File: config.mk
export PLATFORM = sky130hd
export DESIGN_NAME = jitter_buffer_fifo
export DESIGN_NICKNAME = d
export VERILOG_FILES = /design/src/jbf_pkg.sv /design/src/jbf_store.sv /design/src/jbf_ctrl.sv /design/src/jitter_buffer_fifo.sv
export SDC_FILE = /design/constraint.sdc
export NUM_CORES = 2
export LEC_CHECK = 0
export BUFFER_PORTS_ARGS = -buffer_cell sky130_fd_sc_hd__buf_2
export CAP_MARGIN = 20
export CORE_MARGIN = 4
export CORE_UTILIZATION = 25
export DETAILED_ROUTE_END_ITERATION = 6
export SLEW_MARGIN = 20
export SYNTH_ARGS = -nofsm -noshare
export SYNTH_HDL_FRONTEND = slang
export SYNTH_SLANG_ARGS = --single-unit
File: constraint.sdc
create_clock -name clock -period 11.4 [get_ports clock]
set_input_delay 1.71 -clock clock [delete_from_list [all_inputs] [get_ports clock]]
set_output_delay 1.71 -clock clock [all_outputs]
set_load 0.01 [all_outputs]
File: src/jbf_pkg.sv
`timescale 1ns / 1ps
`default_nettype none
// ----------------------------------------------------------------------------
// jbf_pkg - shared types and constants of the jitter buffer
// Word layouts, status codes and the default sizes of the playout store.
// ----------------------------------------------------------------------------
package jbf_pkg;

   localparam int DEPTH_DEFAULT = 64;
   localparam int WORD_BITS     = 32;
   localparam int LEVEL_BITS    = 7;
   localparam int STATUS_BITS   = 3;

   localparam logic [LEVEL_BITS-1:0] THR_RESET = 7'd50;

   localparam logic KIND_ADD     = 1'b0;
   localparam logic KIND_REQUEST = 1'b1;

   typedef enum logic [STATUS_BITS-1:0] {
      ST_ADDED     = 3'd0,
      ST_DROPPED   = 3'd1,
      ST_DELIVERED = 3'd2,
      ST_BUFFERING = 3'd3,
      ST_RAN_EMPTY = 3'd4
   } jbf_status_type;

   typedef struct packed {
      logic                 kind;
      logic [WORD_BITS-1:0] packet_word;
   } jbf_req_type;

   typedef struct packed {
      jbf_status_type        status;
      logic [WORD_BITS-1:0]  packet_out;
      logic [LEVEL_BITS-1:0] fill_level;
      logic                  is_buffering;
   } jbf_rsp_type;

   // store operation chosen by the controller for one accepted word
   typedef struct packed {
      logic push;
      logic pop;
   } jbf_op_type;

   // controller decision, captured in the result register
   typedef struct packed {
      jbf_status_type        status;
      logic [LEVEL_BITS-1:0] fill_level;
      logic                  is_buffering;
   } jbf_decision_type;

endpackage : jbf_pkg
`default_nettype wire

File: src/jbf_store.sv
`timescale 1ns / 1ps
`default_nettype none
// ----------------------------------------------------------------------------
// jbf_store - packet word ring store
// Circular memory with head and tail pointers and a registered read port.
// ----------------------------------------------------------------------------
module jbf_store
   import jbf_pkg::*;
#(
   parameter int DEPTH = DEPTH_DEFAULT
) (
   input  wire logic                 clock,
   input  wire logic                 reset,
   input  wire jbf_op_type           op,
   input  wire logic [WORD_BITS-1:0] push_word,
   output logic      [WORD_BITS-1:0] pop_word
);

   localparam int PTR_BITS = $clog2(DEPTH);
   localparam logic [PTR_BITS-1:0] PTR_LAST = PTR_BITS'(DEPTH - 1);

   logic [WORD_BITS-1:0] mem [DEPTH];
   logic [WORD_BITS-1:0] rd_ff;
   logic [PTR_BITS-1:0]  head_ff, head_in;
   logic [PTR_BITS-1:0]  tail_ff, tail_in;

   always_comb begin
      head_in = head_ff;
      tail_in = tail_ff;
      if (op.pop) begin
         head_in = (head_ff == PTR_LAST) ? '0 : head_ff + 1'b1;
      end
      if (op.push) begin
         tail_in = (tail_ff == PTR_LAST) ? '0 : tail_ff + 1'b1;
      end
   end

   always_ff @(posedge clock) begin
      if (reset) begin
         head_ff <= '0;
         tail_ff <= '0;
      end else begin
         head_ff <= head_in;
         tail_ff <= tail_in;
      end
   end

   // a word written at one edge is readable at the next
   always_ff @(posedge clock) begin
      if (op.push) begin
         mem[tail_ff] <= push_word;
      end
      if (op.pop) begin
         rd_ff <= mem[head_ff];
      end
   end

   assign pop_word = rd_ff;

endmodule : jbf_store
`default_nettype wire

File: src/jbf_ctrl.sv
`timescale 1ns / 1ps
`default_nettype none
// ----------------------------------------------------------------------------
// jbf_ctrl - playout controller
// Holds the fill count and buffering mode and picks each word's outcome.
// ----------------------------------------------------------------------------
module jbf_ctrl
   import jbf_pkg::*;
#(
   parameter int DEPTH = DEPTH_DEFAULT
) (
   input  wire logic                  clock,
   input  wire logic                  reset,
   input  wire logic                  accept,
   input  wire logic                  kind,
   input  wire logic [LEVEL_BITS-1:0] threshold,
   output jbf_op_type                 op,
   output jbf_decision_type           decision
);

   localparam int CNT_BITS = $clog2(DEPTH + 1);
   localparam int CMP_BITS = (CNT_BITS > LEVEL_BITS) ? CNT_BITS : LEVEL_BITS;
   localparam logic [CNT_BITS-1:0] CNT_FULL  = CNT_BITS'(DEPTH);
   localparam logic [CMP_BITS-1:0] CMP_DEPTH = CMP_BITS'(DEPTH);
   localparam logic [CMP_BITS-1:0] CMP_ONE   = CMP_BITS'(1);

   logic [CNT_BITS-1:0] count_ff, count_in;
   logic                buffering_ff, buffering_in;
   logic [CMP_BITS-1:0] thr_eff;
   logic [CMP_BITS-1:0] count_wide;
   jbf_status_type      status;

   // threshold clamped into 1 .. DEPTH
   always_comb begin
      thr_eff = CMP_BITS'(threshold);
      if (threshold == '0) begin
         thr_eff = CMP_ONE;
      end else if (thr_eff > CMP_DEPTH) begin
         thr_eff = CMP_DEPTH;
      end
   end

   assign count_wide = CMP_BITS'(count_ff);

   always_comb begin
      op           = '0;
      buffering_in = buffering_ff;
      status       = ST_ADDED;
      if (kind == KIND_ADD) begin
         if (count_ff == CNT_FULL) begin
            status = ST_DROPPED;
         end else begin
            op.push = 1'b1;
         end
      end else if (buffering_ff) begin
         if (count_wide >= thr_eff) begin
            buffering_in = 1'b0;
            op.pop       = 1'b1;
            status       = ST_DELIVERED;
         end else begin
            status = ST_BUFFERING;
         end
      end else if (count_ff == '0) begin
         buffering_in = 1'b1;
         status       = ST_RAN_EMPTY;
      end else begin
         op.pop = 1'b1;
         status = ST_DELIVERED;
      end
      if (!accept) begin
         op           = '0;
         buffering_in = buffering_ff;
      end
   end

   always_comb begin
      count_in = count_ff;
      if (op.push) begin
         count_in = count_ff + 1'b1;
      end else if (op.pop) begin
         count_in = count_ff - 1'b1;
      end
   end

   always_ff @(posedge clock) begin
      if (reset) begin
         count_ff     <= '0;
         buffering_ff <= 1'b1;
      end else begin
         count_ff     <= count_in;
         buffering_ff <= buffering_in;
      end
   end

   assign decision.status       = status;
   assign decision.fill_level   = LEVEL_BITS'(count_in);
   assign decision.is_buffering = buffering_in;

endmodule : jbf_ctrl
`default_nettype wire

File: src/jitter_buffer_fifo.sv
`timescale 1ns / 1ps
`default_nettype none
// Each accepted req word has its rsp word registered on the edge that accepts it.
// Throughput: 1 word per cycle unless rsp stalls; each step is one controller
//   decision plus at most one store push or pop, all before the rsp register.
// Reset (synchronous, active high): store empty, buffering mode on,
//   start threshold 50, no rsp word pending. Store contents are not cleared.
// ----------------------------------------------------------------------------
// jitter_buffer_fifo - playout jitter buffer
// FIFO of packet words that holds back playout until a start threshold.
// ----------------------------------------------------------------------------
module jitter_buffer_fifo
   import jbf_pkg::*;
#(
   parameter int DEPTH = DEPTH_DEFAULT
) (
   input  wire logic                  clock,
   input  wire logic                  reset,
   // request channel
   input  wire logic                  req_valid,
   output logic                       req_ready,
   input  wire jbf_req_type           req_data,
   // response channel
   output logic                       rsp_valid,
   input  wire logic                  rsp_ready,
   output jbf_rsp_type                rsp_data,
   // start threshold register
   input  wire logic                  csr_wen,
   input  wire logic [LEVEL_BITS-1:0] csr_wdata
);

   logic                  accept;
   logic [LEVEL_BITS-1:0] thr_ff;
   jbf_op_type            op;
   jbf_decision_type      decision;
   jbf_decision_type      result_ff;
   logic                  rsp_valid_ff, rsp_valid_in;
   logic [WORD_BITS-1:0]  pop_word;

   // Raw threshold is kept; the controller clamps it when comparing.
   always_ff @(posedge clock) begin
      if (reset) begin
         thr_ff <= THR_RESET;
      end else if (csr_wen) begin
         thr_ff <= csr_wdata;
      end
   end

   // The rsp register frees up in the same cycle it is taken, so a new
   // word can enter every cycle while the consumer keeps up.
   assign req_ready = !rsp_valid_ff || rsp_ready;
   assign accept    = req_valid && req_ready;

   jbf_ctrl #(
      .DEPTH(DEPTH)
   ) u_ctrl (
      .clock    (clock),
      .reset    (reset),
      .accept   (accept),
      .kind     (req_data.kind),
      .threshold(thr_ff),
      .op       (op),
      .decision (decision)
   );

   // pop data lands in the store's read register on the same edge as the
   // decision lands in result_ff, so the two stay aligned
   jbf_store #(
      .DEPTH(DEPTH)
   ) u_store (
      .clock    (clock),
      .reset    (reset),
      .op       (op),
      .push_word(req_data.packet_word),
      .pop_word (pop_word)
   );

   assign rsp_valid_in = accept || (rsp_valid_ff && !rsp_ready);

   always_ff @(posedge clock) begin
      if (reset) begin
         rsp_valid_ff <= 1'b0;
      end else begin
         rsp_valid_ff <= rsp_valid_in;
      end
   end

   always_ff @(posedge clock) begin
      if (accept) begin
         result_ff <= decision;
      end
   end

   assign rsp_valid              = rsp_valid_ff;
   assign rsp_data.status        = result_ff.status;
   assign rsp_data.fill_level    = result_ff.fill_level;
   assign rsp_data.is_buffering  = result_ff.is_buffering;
   // packet_out reads zero unless a word was delivered
   assign rsp_data.packet_out    = (result_ff.status == ST_DELIVERED) ? pop_word : '0;

endmodule : jitter_buffer_fifo
`default_nettype wire
==> impl_metrics.tcl <==
set metrics [dict create \
    antenna_left 0 \
    synth-async-reset-ratio_pct 0 \
    route.vias.total 39150 \
    timing.critical_path.slowest_cell_delay_ps 760 \
    swShare_pct 20.41 \
    globalplace.congestion 0.8495 \
    number_of_global_route_vias_before_repair 38530 \
    start_util_pct 25.13 \
    cp-endpoint "u_store.mem[44][8]" \
    complex_gate_fraction_of_the_synthesized_area_pct 3.210 \
    setup_repair_after_global_routing_missed_its_margin "false" \
    yosys.area_share.simple_pct 1.960 \
    netlist_top_cells_area "sky130_fd_sc_hd__edfxtp_1 (78%), sky130_fd_sc_hd__mux4_2 (14%), sky130_fd_sc_hd__a22oi_1 (1.0%)" \
    hpwlAfterDp_um 130500 \
    post_cts_buffers 0 \
    portion_of_the_post_synthesis_area_used_by_sequential_elements_pct 78.51 \
    grt.total_usage_pct 12.89 \
    reg2reg_slack_ps 6910 \
    syn_inst 3563 \
    crit_path_start "rsp_ready" \
    final.setup.tns_ps 0 \
    grt_antenna_before_repair 24 \
    clockRootBuffer "sky130_fd_sc_hd__clkbuf_16" \
    synth_top_family_by_area "multiplexers" \
    worstReg2RegEnd "u_store.pop_word[26]" \
    path_max_fanout 17 \
    power.total_mw 15.92 \
    syn_to_final_growth_pct 17.23 \
    achievable-frequency_mhz 221.0 \
    netlist.area_leader.share_pct 77.82 \
    first_iter_violations 5590 \
    p_sw_mw 3.248 \
    clock_insertion_delay_worst_skew_ps 880 \
    most-common-layout-cells "sky130_fd_sc_hd__edfxtp_1 (2,091), sky130_fd_sc_hd__mux4_2 (507), sky130_fd_sc_hd__clkbuf_16 (208)" \
    maximum_level_of_the_cts_h_tree 4 \
    comb_power_share_pct 2.3 \
    critical_path_arrival_ps 5070 \
    post_synth_fa_ha_maj_area_fraction_pct 0.1861 \
    timing.critical_path.required_ps 11940 \
    cp_slowest_cell "sky130_fd_sc_hd__nor2_4" \
    cts_repair_resize_count 0 \
    power.leakage_nw 27.87 \
    worstPathCellList "buf_2, nand2b_1, and2_1, and3_1, nand3_2, nor2_4, buf_4" \
    timing.critical_path.from_type "input port" \
    reg2reg_depth 7 \
    nNetsFinal 3860 \
    outcome "finished clean" \
    numPortBuffers 89 \
    synth.ff_latch_count 2119 \
    vias_per_cell 4.709 \
    cp-end-kind "flop" \
    fp.coreArea_um2 321100 \
    grt_first_pass_wirelength_um 307000 \
    wl_um 219300 \
    setup_viol_count_final 0 \
    mappedNetlistNets 3620 \
    post_drt_wl_per_cell_um 26.38 \
    crit_family "simple AND/OR/NAND/NOR gates" \
    worstSetupPathDepth 7 \
    pwr_density_cell_nw_per_um2 168.3 \
    power.ir.vdd_worst_uv 149.7 \
    postSynthAreaPerCell_um2 22.65 \
    ys_types 61 \
    cts_sinks 2119 \
    drt_pass1_iterations 7 \
    clock_tree_from_tritoncts "yes" \
    internal_power_mw 12.67 \
    post-route-drc-count 0 \
    yosys_most_used_dff "sky130_fd_sc_hd__edfxtp_1" \
    synthesis.area_um2 80690 \
    timing.final.max_slew_violations 0 \
    hold_violations 0 \
    fin_crit_sh_pct 39.68 \
    synth_enable_flop_cells 2091 \
    die_height_um 576.1 \
    grt_max_degree 118 \
    max-slew-margin-rel_pct 22.02 \
    layout.cells.most_common "sky130_fd_sc_hd__edfxtp_1" \
    post_route_cells_drive_above_1_share_pct 28.56 \
    grt-ovfl-total 0 \
    hold_start "thr_ff[0]" \
    class_of_the_worst_hold_path "flop to flop" \
    worst_clock_skew_ps 52.16 \
    critical_path.reg2reg.startpoint "u_store.head_ff[0]" \
    synthMuxAreaShare_pct 14.68 \
    numCtsBuffers 208 \
    die_area_um2 331900 \
    cts_buffer_depth 3 \
    path_clk_slew_ps 70 \
    tightestPinTransition_ps 1167 \
    p_seq_share_pct 53.9 \
    critical_path_buffers_and_inverters 2 \
    rows 208 \
    yosys_warnings 0 \
    die_boundary_width_um 576.1 \
    cap_violations 0 \
    layout_min_cycle_time_ps 4524 \
    synth_largest_area_cell "sky130_fd_sc_hd__edfxtp_1" \
    post_cts_hold_buffer_count 0 \
    xor_xnor_share_of_the_synthesized_area_pct 0.08684 \
    clockPowerShare_pct 43.8 \
    ioPinCount 90 \
    critPathKind "input port to flop" \
]
==> area by class of cell <==
| cell class | instances | area (um2) |
|---|---|---|
| diodes | 26 | 65.06 |
| clock inverters | 126 | 1525 |
| well taps | 4305 | 5386 |
| fillers | 31000 | 226600 |
| multi-input cells | 1235 | 16770 |
| repair buffers | 229 | 2009 |
| inverters | 10 | 37.54 |
| flip-flops and latches | 2119 | 63360 |
| clock buffers | 262 | 5438 |
==> flip-flops by register name (all words and copies together) (netlist names) <==
signal,count
u_ctrl.buffering_ff,1
u_store.pop_word,32
rsp_valid,1
u_store.tail_ff,6
thr_ff,7
u_store.head_ff,6
u_ctrl.count_ff,7
u_store.mem,2048
rsp_data,11
==> kinds of logic after synthesis <==
group,after synthesis
AND/OR/NAND/NOR,318
AO/OA/AOI/OAI,348
adder cells (fa/ha/maj),12
XOR/XNOR,8
buffers and inverters,209
multiplexers,549
flip-flops,2119
==> metrics by stage <==
| step | worst slack (ps) | std cells | hold slack (ps) | cell area [um2] | utilization [%] |
|---|---|---|---|---|---|
| after global placement | 5591 | 7871 | 488.1 | 86950 | 27.08 |
| after detailed placement | 5524 | 7888 | 500.1 | 87340 | 27.20 |
| final | 6876 | 8312 | 509.4 | 94590 | 29.45 |
| after global routing | 6676 | 8300 | 559.2 | 94560 | 29.45 |
| after floorplan | 6250 | 3563 | 461.2 | 80690 | - |
| after CTS | 6420 | 8276 | 513.6 | 94300 | 29.36 |
==> per-layer routing <==
| metal | up-vias | GRT usage (%) | routed length (um) |
|---|---|---|---|
| met5 | - | 0 | 103 |
| met3 | 314 | 2.931 | 20230 |
| met2 | 1920 | 20.06 | 102000 |
| met1 | 21100 | 17.98 | 90090 |
| met4 | 14 | 3.937 | 6867 |
| li1 | 15800 | - | - |
==> power groups by stage <==
stage	registers, mW	clock network, mW	logic (mW)
2_1_floorplan	8.75	0	0.137
3_3_place_gp	8.75	0	0.360
3_5_place_dp	8.75	0	0.374
4_1_cts	8.58	7.08	0.375
5_1_grt	8.58	7.41	0.392
6_report	8.58	6.97	0.368
==> Yosys cell counts, types with 15 or more instances <==
cell type	count
sky130_fd_sc_hd__edfxtp_1	2091
sky130_fd_sc_hd__mux4_2	507
sky130_fd_sc_hd__nor2_1	113
sky130_fd_sc_hd__a22oi_1	111
sky130_fd_sc_hd__clkbuf_1	93
sky130_fd_sc_hd__a21oi_1	51
sky130_fd_sc_hd__nand3_1	51
sky130_fd_sc_hd__buf_2	47
sky130_fd_sc_hd__nand2_1	43
sky130_fd_sc_hd__o22ai_1	40
sky130_fd_sc_hd__a221oi_1	36
sky130_fd_sc_hd__and2_1	36
sky130_fd_sc_hd__a22o_1	35
sky130_fd_sc_hd__mux2i_1	35
sky130_fd_sc_hd__buf_4	30
sky130_fd_sc_hd__dfxtp_1	28
sky130_fd_sc_hd__buf_6	19
sky130_fd_sc_hd__a221o_1	15
==> worst min path at each step <==
stage                     slack, ps  depth (start not counted)   endpoint
after global placement          490                          2  thr_ff[0]
after detailed placement        500                          2  thr_ff[0]
final                           510                          2  thr_ff[0]
after global routing            560                          2  rsp_valid
after CTS                       510                          2  thr_ff[0]
after floorplan                 460                          2  thr_ff[0]
==> worst register-to-register path: cells and delay by family (launching register included) <==
| kind | cells | cell delay, ps |
|---|---|---|
| compound gates | 4 | 1840 |
| buf+inv | 2 | 1080 |
| flops | 1 | 630 |
| mux | 1 | 710 |
Note: power is estimated with default switching activity, not from simulation.
